## src/rtl/wts_pkg.sv

```systemverilog
// ----------------------------------------------------------------------------
// wts_pkg
// shared types, widths and constants of the windowed timing statistics block
// ----------------------------------------------------------------------------
package wts_pkg;

	localparam int TIME_W       = 64;
	localparam int WORD_W       = 32;
	localparam int LOAD_W       = 15;
	localparam int DIV_W        = 80;
	localparam int NARROW_PAD   = DIV_W - TIME_W;
	localparam int DIV_CNT_W    = $clog2(DIV_W + 1);
	localparam int PROD25_W     = TIME_W + 5;
	localparam int LOAD_SHIFT   = 10;

	localparam logic [DIV_CNT_W-1:0] DIV_STEPS_WIDE   = DIV_CNT_W'(DIV_W);
	localparam logic [DIV_CNT_W-1:0] DIV_STEPS_NARROW = DIV_CNT_W'(TIME_W);

	localparam logic [LOAD_W-1:0] LOAD_FULL_Q8       = 15'd25600;
	localparam logic [WORD_W-1:0] INTERVAL_RESET_US  = 32'd1000000;
	localparam logic [WORD_W-1:0] WORD_MAX           = '1;

	typedef struct packed {
		logic start;
		logic wide;
	} div_cmd_t;

	typedef struct packed {
		logic busy;
		logic done;
	} div_stat_t;

	function automatic logic [WORD_W-1:0] sat32(input logic [DIV_W-1:0] v);
		logic [WORD_W-1:0] r;
		if (v[DIV_W-1:WORD_W] != '0) begin
			r = WORD_MAX;
		end else begin
			r = v[WORD_W-1:0];
		end
		return r;
	endfunction

endpackage

```

## src/rtl/wts_div.sv

```systemverilog
// ----------------------------------------------------------------------------
// wts_div
// restoring divider, one quotient bit per cycle, 80 or 64 bit dividend
// ----------------------------------------------------------------------------
module wts_div import wts_pkg::*; (
	input  logic                 clk,
	input  logic                 arst_n,
	input  div_cmd_t             cmd,
	input  logic [DIV_W-1:0]     dividend,
	input  logic [TIME_W-1:0]    divisor,
	output div_stat_t            stat,
	output logic [DIV_W-1:0]     quotient
);

	logic [DIV_W-1:0]     dvd_q;
	logic [TIME_W-1:0]    rem_q;
	logic [TIME_W-1:0]    dsr_q;
	logic [DIV_CNT_W-1:0] cnt_q;
	logic                 busy_q;
	logic                 done_q;

	logic [TIME_W:0] shifted;
	logic [TIME_W:0] diff;
	logic            ge;

	always_comb begin
		shifted = {rem_q, dvd_q[DIV_W-1]};
		diff    = shifted - {1'b0, dsr_q};
		ge      = shifted >= {1'b0, dsr_q};
	end

	always_ff @(posedge clk or negedge arst_n) begin
		if (!arst_n) begin
			busy_q <= 1'b0;
			done_q <= 1'b0;
			cnt_q  <= '0;
		end else begin
			done_q <= 1'b0;
			if (cmd.start) begin
				busy_q <= 1'b1;
				cnt_q  <= cmd.wide ? DIV_STEPS_WIDE : DIV_STEPS_NARROW;
			end else if (busy_q) begin
				cnt_q <= cnt_q - DIV_CNT_W'(1);
				if (cnt_q == DIV_CNT_W'(1)) begin
					busy_q <= 1'b0;
					done_q <= 1'b1;
				end
			end
		end
	end

	always_ff @(posedge clk) begin
		if (cmd.start) begin
			rem_q <= '0;
			dsr_q <= divisor;
			if (cmd.wide) begin
				dvd_q <= dividend;
			end else begin
				dvd_q <= {dividend[TIME_W-1:0], {NARROW_PAD{1'b0}}};
			end
		end else if (busy_q) begin
			rem_q <= ge ? diff[TIME_W-1:0] : shifted[TIME_W-1:0];
			dvd_q <= {dvd_q[DIV_W-2:0], ge};
		end
	end

	assign stat.busy = busy_q;
	assign stat.done = done_q;
	assign quotient  = dvd_q;

`ifndef SYNTHESIS
	a_done_idle: assert property (@(posedge clk) disable iff (!arst_n)
		done_q |-> !busy_q) else $error("divider done while still busy");
	a_busy_cnt: assert property (@(posedge clk) disable iff (!arst_n)
		busy_q |-> cnt_q != '0) else $error("divider busy with zero step count");
	a_done_after: assert property (@(posedge clk) disable iff (!arst_n)
		$rose(done_q) |-> $past(busy_q)) else $error("divider done without work");
`endif

endmodule

```

## src/rtl/windowed_timing_statistics.sv

```systemverilog
// ----------------------------------------------------------------------------
// windowed_timing_statistics
// loop and detection timing monitor with windowed min, max and average report
// ----------------------------------------------------------------------------
// One request at a time. A detection batch (tuser 1) holds the input off in the
// cycle after acceptance, a loop event (tuser 0) that does not close the window
// through S_DUR, S_ACC and S_CHK. A loop event that closes the window runs load
// share, loop average and detection average one after another on one shared
// restoring divider at one quotient bit per cycle (80 steps, then 64 and 64); the
// report is offered and the input is ready again together once the output
// register is free. The report sits in its own output register, so requests keep
// flowing while it waits; a further window close holds in its last step until the
// previous report has been taken. The interval register may be written at any
// time the block is idle and takes effect at the next loop event.
module windowed_timing_statistics import wts_pkg::*; (
	input  logic         clk,
	input  logic         arst_n,
	input  logic         cfg_we,
	input  logic [31:0]  cfg_wdata,     // window interval in us
	input  logic         s_axis_tvalid,
	output logic         s_axis_tready,
	input  logic         s_axis_tuser,  // op
	// start_time_us, end_time_us, batch_sum_us, batch_samples, batch_min_us, batch_max_us
	input  logic [287:0] s_axis_tdata,
	output logic         m_axis_tvalid,
	input  logic         m_axis_tready,
	// window_length_us, load_percent_q8, loop_count, loop_mean_us, loop_peak_us,
	// detect_count, detect_total_us, detect_average_us, detect_floor_us,
	// detect_peak_us, one zero pad bit
	output logic [335:0] m_axis_tdata
);

	typedef enum logic [8:0] {
		S_IDLE   = 9'b000000001,
		S_DET    = 9'b000000010,
		S_DUR    = 9'b000000100,
		S_ACC    = 9'b000001000,
		S_CHK    = 9'b000010000,
		S_MUL    = 9'b000100000,
		S_DSTART = 9'b001000000,
		S_DWAIT  = 9'b010000000,
		S_OUT    = 9'b100000000
	} state_t;

	typedef enum logic [1:0] {
		JOB_LOAD = 2'd0,
		JOB_LAVG = 2'd1,
		JOB_DAVG = 2'd2
	} div_job_t;

	state_t   state_q;
	div_job_t job_q;

	logic [WORD_W-1:0] interval_q;

	// request fields
	logic [TIME_W-1:0] start_q;
	logic [TIME_W-1:0] end_q;
	logic [TIME_W-1:0] bsum_q;
	logic [WORD_W-1:0] bsamples_q;
	logic [WORD_W-1:0] bmin_q;
	logic [WORD_W-1:0] bmax_q;

	// accumulators
	logic [TIME_W-1:0] open_q;
	logic [TIME_W-1:0] loop_total_q;
	logic [WORD_W-1:0] loop_peak_q;
	logic [WORD_W-1:0] loop_tally_q;
	logic [TIME_W-1:0] det_total_q;
	logic [WORD_W-1:0] det_floor_q;
	logic [WORD_W-1:0] det_peak_q;
	logic [WORD_W-1:0] det_tally_q;

	// working values
	logic [WORD_W-1:0]   dur_q;
	logic [TIME_W:0]     elapsed_q;
	logic [TIME_W-1:0]   snap_total_q;
	logic [PROD25_W-1:0] prod25_q;
	logic                load_full_q;

	// report
	logic [WORD_W-1:0] res_win_q;
	logic [LOAD_W-1:0] res_load_q;
	logic [WORD_W-1:0] res_lcount_q;
	logic [WORD_W-1:0] res_lavg_q;
	logic [WORD_W-1:0] res_lpeak_q;
	logic [WORD_W-1:0] res_dcount_q;
	logic [TIME_W-1:0] res_dtotal_q;
	logic [WORD_W-1:0] res_davg_q;
	logic [WORD_W-1:0] res_dfloor_q;
	logic [WORD_W-1:0] res_dpeak_q;

	// output register
	logic [335:0] report_q;
	logic         report_valid_q;

	logic [TIME_W:0]   span;
	logic              close;
	logic              load_report;
	logic [DIV_W-1:0]  div_dividend;
	logic [TIME_W-1:0] div_divisor;
	logic [DIV_W-1:0]  div_quot;
	div_cmd_t          div_cmd;
	div_stat_t         div_stat;

	assign span  = {1'b0, end_q} - {1'b0, start_q};
	assign close = (open_q != '0) && !elapsed_q[TIME_W] && (elapsed_q != '0) &&
		(elapsed_q[TIME_W-1:0] >= {{(TIME_W-WORD_W){1'b0}}, interval_q});
	assign load_report = (state_q == S_OUT) && (!report_valid_q || m_axis_tready);

	always_comb begin
		div_cmd.start = (state_q == S_DSTART);
		div_cmd.wide  = (job_q == JOB_LOAD);
		case (job_q)
			JOB_LOAD: begin
				div_dividend = DIV_W'({prod25_q, {LOAD_SHIFT{1'b0}}});
				div_divisor  = elapsed_q[TIME_W-1:0];
			end
			JOB_LAVG: begin
				div_dividend = DIV_W'(snap_total_q);
				div_divisor  = TIME_W'(res_lcount_q);
			end
			default: begin
				div_dividend = DIV_W'(res_dtotal_q);
				div_divisor  = TIME_W'(res_dcount_q);
			end
		endcase
	end

	wts_div u_div (
		.clk      (clk),
		.arst_n   (arst_n),
		.cmd      (div_cmd),
		.dividend (div_dividend),
		.divisor  (div_divisor),
		.stat     (div_stat),
		.quotient (div_quot)
	);

	always_ff @(posedge clk or negedge arst_n) begin
		if (!arst_n) begin
			interval_q <= INTERVAL_RESET_US;
		end else if (cfg_we) begin
			interval_q <= cfg_wdata;
		end
	end

	// sequencer and accumulators
	always_ff @(posedge clk or negedge arst_n) begin
		if (!arst_n) begin
			state_q        <= S_IDLE;
			job_q          <= JOB_LOAD;
			report_valid_q <= 1'b0;
			open_q         <= '0;
			loop_total_q   <= '0;
			loop_peak_q    <= '0;
			loop_tally_q   <= '0;
			det_total_q    <= '0;
			det_floor_q    <= '0;
			det_peak_q     <= '0;
			det_tally_q    <= '0;
		end else begin
			if (load_report) begin
				report_valid_q <= 1'b1;
			end else if (m_axis_tready) begin
				report_valid_q <= 1'b0;
			end
			case (state_q)
				S_IDLE: begin
					if (s_axis_tvalid) begin
						state_q <= s_axis_tuser ? S_DET : S_DUR;
					end
				end
				S_DET: begin
					if (bsamples_q != '0) begin
						det_total_q <= det_total_q + bsum_q;
						if (det_tally_q == '0 || bmin_q < det_floor_q) begin
							det_floor_q <= bmin_q;
						end
						if (bmax_q > det_peak_q) begin
							det_peak_q <= bmax_q;
						end
						det_tally_q <= det_tally_q + bsamples_q;
					end
					state_q <= S_IDLE;
				end
				S_DUR: begin
					state_q <= S_ACC;
				end
				S_ACC: begin
					loop_total_q <= loop_total_q + TIME_W'(dur_q);
					if (dur_q > loop_peak_q) begin
						loop_peak_q <= dur_q;
					end
					loop_tally_q <= loop_tally_q + WORD_W'(1);
					state_q      <= S_CHK;
				end
				S_CHK: begin
					if (open_q == '0) begin
						open_q  <= end_q;
						state_q <= S_IDLE;
					end else if (close) begin
						open_q       <= end_q;
						loop_total_q <= '0;
						loop_peak_q  <= '0;
						loop_tally_q <= '0;
						det_total_q  <= '0;
						det_floor_q  <= '0;
						det_peak_q   <= '0;
						det_tally_q  <= '0;
						state_q      <= S_MUL;
					end else begin
						state_q <= S_IDLE;
					end
				end
				S_MUL: begin
					job_q   <= JOB_LOAD;
					state_q <= S_DSTART;
				end
				S_DSTART: begin
					state_q <= S_DWAIT;
				end
				S_DWAIT: begin
					if (div_stat.done) begin
						case (job_q)
							JOB_LOAD: begin
								job_q   <= JOB_LAVG;
								state_q <= S_DSTART;
							end
							JOB_LAVG: begin
								job_q   <= JOB_DAVG;
								state_q <= S_DSTART;
							end
							default: begin
								job_q   <= JOB_LOAD;
								state_q <= S_OUT;
							end
						endcase
					end
				end
				S_OUT: begin
					if (load_report) begin
						state_q <= S_IDLE;
					end
				end
				default: begin
					state_q <= S_IDLE;
				end
			endcase
		end
	end

	// datapath registers
	always_ff @(posedge clk) begin
		if (state_q == S_IDLE && s_axis_tvalid) begin
			start_q    <= s_axis_tdata[63:0];
			end_q      <= s_axis_tdata[127:64];
			bsum_q     <= s_axis_tdata[191:128];
			bsamples_q <= s_axis_tdata[223:192];
			bmin_q     <= s_axis_tdata[255:224];
			bmax_q     <= s_axis_tdata[287:256];
		end
		if (state_q == S_DUR) begin
			dur_q <= span[TIME_W] ? '0 : sat32(DIV_W'(span[TIME_W-1:0]));
		end
		if (state_q == S_ACC) begin
			elapsed_q <= {1'b0, end_q} - {1'b0, open_q};
		end
		if (state_q == S_CHK) begin
			snap_total_q <= loop_total_q;
			res_win_q    <= sat32(DIV_W'(elapsed_q[TIME_W-1:0]));
			res_lcount_q <= loop_tally_q;
			res_lpeak_q  <= loop_peak_q;
			res_dcount_q <= det_tally_q;
			res_dtotal_q <= det_total_q;
			res_dfloor_q <= det_floor_q;
			res_dpeak_q  <= det_peak_q;
		end
		if (state_q == S_MUL) begin
			// times 25, the remaining factor 1024 is a shift
			prod25_q <= {snap_total_q, 5'b0} - {2'b0, snap_total_q, 3'b0}
				+ PROD25_W'(snap_total_q);
			load_full_q <= snap_total_q >= elapsed_q[TIME_W-1:0];
		end
		if (state_q == S_DWAIT && div_stat.done) begin
			case (job_q)
				JOB_LOAD: begin
					res_load_q <= load_full_q ? LOAD_FULL_Q8 : div_quot[LOAD_W-1:0];
				end
				JOB_LAVG: begin
					res_lavg_q <= (res_lcount_q == '0) ? '0 : sat32(div_quot);
				end
				default: begin
					res_davg_q <= (res_dcount_q == '0) ? '0 : sat32(div_quot);
				end
			endcase
		end
		if (load_report) begin
			report_q <= {1'b0, res_dpeak_q, res_dfloor_q, res_davg_q, res_dtotal_q,
				res_dcount_q, res_lpeak_q, res_lavg_q, res_lcount_q, res_load_q, res_win_q};
		end
	end

	assign s_axis_tready = (state_q == S_IDLE);
	assign m_axis_tvalid = report_valid_q;
	assign m_axis_tdata  = report_q;

`ifndef SYNTHESIS
	a_report_hold: assert property (@(posedge clk) disable iff (!arst_n)
		m_axis_tvalid && !m_axis_tready |=> m_axis_tvalid && $stable(m_axis_tdata))
		else $error("report changed while waiting");
	a_cleared: assert property (@(posedge clk) disable iff (!arst_n)
		(state_q == S_CHK && open_q != '0 && close) |=>
		(loop_tally_q == '0 && det_tally_q == '0 && loop_total_q == '0))
		else $error("accumulators not cleared on window close");
	a_div_free: assert property (@(posedge clk) disable iff (!arst_n)
		div_cmd.start |-> !div_stat.busy) else $error("divider started while busy");
	a_load_cap: assert property (@(posedge clk) disable iff (!arst_n)
		m_axis_tvalid |-> m_axis_tdata[LOAD_W+WORD_W-1:WORD_W] <= LOAD_FULL_Q8)
		else $error("load share above full");
`endif

endmodule

```

## config.mk

```make
export PLATFORM = sky130hd
export DESIGN_NAME = windowed_timing_statistics
export DESIGN_NICKNAME = d
export VERILOG_FILES = /design/src/rtl/wts_pkg.sv /design/src/rtl/wts_div.sv /design/src/rtl/windowed_timing_statistics.sv
export SDC_FILE = /design/constraint.sdc
export NUM_CORES = 2
export LEC_CHECK = 0
export BUFFER_PORTS_ARGS = -buffer_cell sky130_fd_sc_hd__buf_2
export CORE_MARGIN = 4
export CORE_UTILIZATION = 31
export CTS_CLUSTER_DIAMETER = 120
export DETAILED_ROUTE_END_ITERATION = 12
export PLACE_DENSITY = 0.49
export SLEW_MARGIN = 20
export SYNTH_ARGS = -nofsm -noshare
export SYNTH_HDL_FRONTEND = slang
export SYNTH_SLANG_ARGS = --single-unit
```

## constraint.sdc

```tcl
create_clock -name clk -period 25.6 [get_ports clk]
set_input_delay 5.12 -clock clk [delete_from_list [all_inputs] [get_ports clk]]
set_output_delay 5.12 -clock clk [all_outputs]
set_load 0.005 [all_outputs]
```

==> Word level (Yosys, flattened, before mapping) <==
Cells that the tools add are included.
Widths: inputs -> output; s select.
{ "word_totals": {"regBits": 1802, "input_bits": 326, "elab_cells": 166} }
{ "op_classes": {"add_sub_neg": 10, "magnitude_cmp": 6, "n_eq_ne": 20, "mux": 50, "n_bitwise": 1, "reduce_logical": 39} }
{ "op_table": {"columns": ["operator", "n"], "rows": [
  ["$mux 64", 6],
  ["$pmux 64 s2", 3],
  ["$mux 32", 10],
  ["$pmux 32 s2", 5],
  ["$mux 80", 3],
  ["$pmux 79 s2", 1],
  ["$sub 64x64->65", 2],
  ["$logic_not 32->1", 3],
  ["$reduce_bool 32->1", 3],
  ["$pmux 9 s8", 1],
  ["$add 69x64->69", 1],
  ["$sub 69x67->69", 1],
  ["$ge 65x64->1", 1],
  ["$reduce_bool 65->1", 1],
  ["$add 64x32->64", 1],
  ["$add 64x64->64", 1],
  ["$ge 64x32->1", 1],
  ["$ge 64x64->1", 1],
  ["$gt 32x32->1", 2],
  ["$logic_not 64->1", 1],
  ["$reduce_bool 64->1", 1],
  ["$sub 64x64->64", 1],
  ["$reduce_bool 48->1", 1],
  ["$mux 9", 4],
  ["other kinds (35)", 71]
]} }

==> Depth between registers and ports, before layout <==
{ "depth": {"depth_word": 7, "ltp_mapped": 18} }

==> Hierarchy <==
A second synthesis with hierarchy kept.
{ "unflattened": {"cells_unflattened": 8137, "hier_area_um2": 92293.5} }
{ "modules_own_cells": {"columns": ["mod", "instances", "cells_per_inst", "area_each_um2", "seq_area_each_um2"], "rows": [
  ["windowed_timing_statistics", 1, 6710, 79154.7, 45623.8],
  ["wts_div", 1, 1427, 13138.9, 5830.6]
]} }

==> Worst setup path after synthesis <==
No wires, ideal clock.
{ "synth_timing": {"path_type": "input to register", "from": "input m_axis_tready", "to": "register report_q[0] (netlist: m_axis_tdata[0]), enable pin", "setup_ps": 1074, "t_arrival_ps": 19902, "t_required_ps": 24526, "path_slack_ps": 4624, "stages": 2, "n_path_buf": 0, "cell_sequence": "nand2b_1 > nor2b_1"} }
{ "synth_between": {"elab_chain_cells": 2} }
{ "synth_rtl": {"columns": ["item", "line", "rtl"], "rows": [
  ["from (decl)", "windowed_timing_statistics.sv:26", "input logic m_axis_tready,"],
  ["$logic_or 1x1->1", "windowed_timing_statistics.sv:109", "assign load_report = (state_q == S_OUT) && (!report_valid_q || m_axis_tready);"],
  ["$logic_and 1x1->1", "windowed_timing_statistics.sv:109", null],
  ["net load_report", "windowed_timing_statistics.sv:99", "logic load_report;"],
  ["to (signal assigned)", "windowed_timing_statistics.sv:299", "report_q <= {1'b0, res_dpeak_q, res_dfloor_q, res_davg_q, res_dtotal_q,"],
  ["to (decl)", "windowed_timing_statistics.sv:94", "logic [335:0] report_q;"]
]} }
The timed path passes the listed nets, and every way through them passes these cells.
A chain may end at the register's enable or synchronous reset.

==> Worst setup path in the final report <==
{ "layout_timing": {"from": "register state_q[4]", "to": "output s_axis_tready"} }
{ "layout_between": {"elab_chain_cells": 1} }
{ "layout_rtl": {"columns": ["item", "line", "rtl"], "rows": [
  ["from (decl)", "windowed_timing_statistics.sv:51", "state_t state_q;"],
  ["from (signal assigned)", "windowed_timing_statistics.sv:171", "state_q <= s_axis_tuser ? S_DET : S_DUR;"],
  ["$eq 9x1->1", "windowed_timing_statistics.sv:304", "assign s_axis_tready = (state_q == S_IDLE);"],
  ["to (decl)", "windowed_timing_statistics.sv:21", "output logic s_axis_tready,"]
]} }
No other way between the ends.

==> flow_summary.toml <==
[global_route]
antenna_found_initial = 60
grt_overflow = 0
grt_pass1_vias = 65100
grt_use_total_pct = 18.7
grt_max_degree = 135
grt_pass1_wl_mm = 432

[synth]
syn_area_um2 = 91900
synthXorXnorAreaFrac_pct = 3.65
netlist_instances = 8205
async_flop_share_pct = 22.5
yosysWarnings = 0
synth_seq_cells = 1802
synthSimpleGateAreaFrac_pct = 10.4
synth_compound_area_share_pct = 14.6
synth_fa_ha_area_share_pct = 9.37
synth_fp_nets = 9180
synth_top_family_by_area = "compound AO/OA/AOI/OAI gates"
syn_avg_cell_area_um2 = 11.2
synthDistinctLibCells = 94
synthMuxAreaShare_pct = 1.65
synth_top_flop_cell = "edfxtp_1"
ys_seq_area_share_pct = 56.0
synth_edf_count = 1333

[final_layout]
area_growth_pct = 16.1
utilization_pct = 36.2
final_common_cell = "edfxtp_1"
fin_cells = 13000
finalInstanceArea_um2 = 107000
mostFrequentLayoutCells = "edfxtp_1 (1333), nand2_1 (734), inv_1 (707), a21oi_1 (672), buf_2 (660)"
layout.nets = 9807
drive_above_1_share_pct = 12.6

[pwr]
ir_worst_vdd_mv = 0.0642
powerDensity_nw_per_um2 = 84.6
p_leak_uw = 0.0434

[worst_setup_path]
worstPathMaxFanout = 5
crit_family = "simple AND/OR/NAND/NOR gates"
worstPathArrival_ns = 3.06
cp_num_buf_inv = 1
crit_required_ns = 20.48
rrSetupSlack_ns = 20.07
slowest_stage = "nor3b_2"
cp-end-kind = "output pin"
path_cells = "nor2_1, nor4b_1, nand2_1, nor3b_2, buf_2"
startpoint_type = "flip-flop"
crit_path_max_incr_delay_ns = 0.71
critical_path_class = "reg -> out"

[floorplan]
core-area_um2 = 295000
initial_utilization_pct = 31.2
row_count = 199
dieHeight_um = 552
dieArea_um2 = 305000
ios = 664
chipWidth_um = 552

[timing]
post-route-min-period_ns = 8.18
final_max_slew_viol_count = 0
fin_tns_setup_ns = 0
fin_worst_skew_ns = 0.0787
rsz0062_at_grt = "false"
hold_violations = 0
relSlewSlack_pct = 26.2
fmax_ghz = 0.122
tightest_slew_ns = 1.10
fin_crit_sh_pct = 31.9
setup_viol = 0

[cts]
cts_made_buffers = 209
ctsResizeCount = 0
clock_latency_ns = 0.90
cts_root_buf = "clkbuf_16"
cts_setup_buffers = 0
cts_max_level = 4
clk_pin_slew_ns = 0.06
ctsLongestPathBuffers = 4
clkSinkCount = 1802
postCtsHoldBufs = 0
cts_tree = "done"

[drt]
wl_per_cell_um = 22.7
wl_mm = 294
drtAntennaViolNets = 0
drc_errors = 0
drt-initial-drc-count = 5257
via_per_inst = 5.04
vias = 65200
dr.pass1.iters = 8

[hold_path]
hold_class = "reg -> reg"

[placement]
place.gp.congestion = 0.919
dp_hpwl_mm = 227
port-buffer-count = 662
placedCellCount = 12500
placedInstanceArea_um2 = 99600

[run_status]
status = "completed"

[flow_run]
cap_violations = 0
## routing by layer
| layer | share of wire, % | wire [um] | global-route usage [%] |
|---|---|---|---|
| met1 | 44 | 129000 | 24.8 |
| met2 | 46 | 136000 | 30.6 |
| met3 | 5.7 | 16900 | 3.40 |
| met4 | 3.9 | 11300 | 6.33 |
| met5 | 0.14 | 409 | 0 |
## synthesized netlist by cell type (15+ instances only)
master | number | area (um^2)
nand2b_1 | 70 | 438
a21o_1 | 294 | 2210
o31a_1 | 15 | 131
mux2i_1 | 148 | 1480
buf_2 | 16 | 80.1
o21a_1 | 118 | 886
dfxtp_1 | 64 | 1280
or3_1 | 31 | 194
nor2_1 | 382 | 1430
xor2_1 | 150 | 1310
nor3_1 | 155 | 776
and3_1 | 59 | 369
edfxtp_1 | 1333 | 40000
a21oi_1 | 672 | 3360
a31oi_1 | 51 | 319
a22o_1 | 37 | 324
or2_2 | 15 | 93.8
nor4_1 | 108 | 676
nor2b_1 | 109 | 682
o31ai_1 | 88 | 661
a211oi_1 | 39 | 293
inv_1 | 711 | 2670
ha_1 | 584 | 7310
o21ai_1 | 19 | 95.1
nand2_1 | 735 | 2760
and4_1 | 18 | 158
nand4_1 | 157 | 982
o21ai_0 | 564 | 2820
fa_1 | 65 | 1300
o21bai_1 | 79 | 593
nand3_1 | 104 | 521
xnor2_1 | 233 | 2040
buf_1 | 23 | 86.3
a221oi_1 | 15 | 131
and2_1 | 22 | 138
dfrtp_1 | 397 | 9930
o211ai_1 | 24 | 180
o22ai_1 | 18 | 113
clkbuf_1 | 283 | 1060
## worst paths after layout
kind,start,endpoint,depth (start not counted)
hold reg to reg,det_peak_q[20],res_dpeak_q[20],0
setup / recovery,state_q[4],s_axis_tready,5
max in group asynchronous,arst_n,det_total_q[15],3
setup reg to reg,snap_total_q[6],prod25_q[57],16
hold / removal,det_peak_q[20],res_dpeak_q[20],0
min in group asynchronous,arst_n,interval_q[12],1
## layout make-up
class / instances / area, um^2
sequential: 1802 / 51500
clock inverter: 107 / 1210
antenna: 20 / 50.0
inverter: 711 / 2690
fill: 29100 / 188000
multi-input combinational: 5369 / 36700
tap: 3919 / 4900
clock buffer: 285 / 5750
timing repair buffer: 739 / 3980
## through the flow
| step | power (uW) | hold slack [ns] | worst slack, ns |
|---|---|---|---|
| floorplan | 5390 | 0.400 | 4.62 |
| global placement | 6000 | 0.402 | 16.74 |
| finish | 9030 | 0.391 | 17.42 |
| global route | 9550 | 0.390 | 17.31 |
| detailed placement | 6030 | 0.405 | 16.65 |
| CTS | 9120 | 0.375 | 17.36 |
## report_power, final
group	total, uW	internal (uW)	switching (uW)
combinational	2260	908	1350
clock	3030	1780	1250
sequential	3740	3490	243
total	9030	6180	2840
## cells by family after synthesis
group	count (synthesis)
compound gates	2175
simple gates	2010
other cells	1
xor+xnor	383
flops	1802
buf+inv	1034
fa+ha+maj	649
mux	151
## state kept, by name (all words and copies together) (netlist names), 64 cells and up
| register | flops |
|---|---|
| elapsed_q | 65 |
| open_q | 64 |
| bsum_q | 64 |
| u_div.rem_q | 64 |
| res_dtotal_q | 64 |
| loop_total_q | 64 |
| start_q | 64 |
| u_div.quotient | 80 |
| det_total_q | 64 |
| prod25_q | 69 |
| snap_total_q | 64 |
| m_axis_tdata | 335 |
| u_div.dsr_q | 64 |
| end_q | 64 |
No activity file was read; power rests on OpenSTA's default activity.
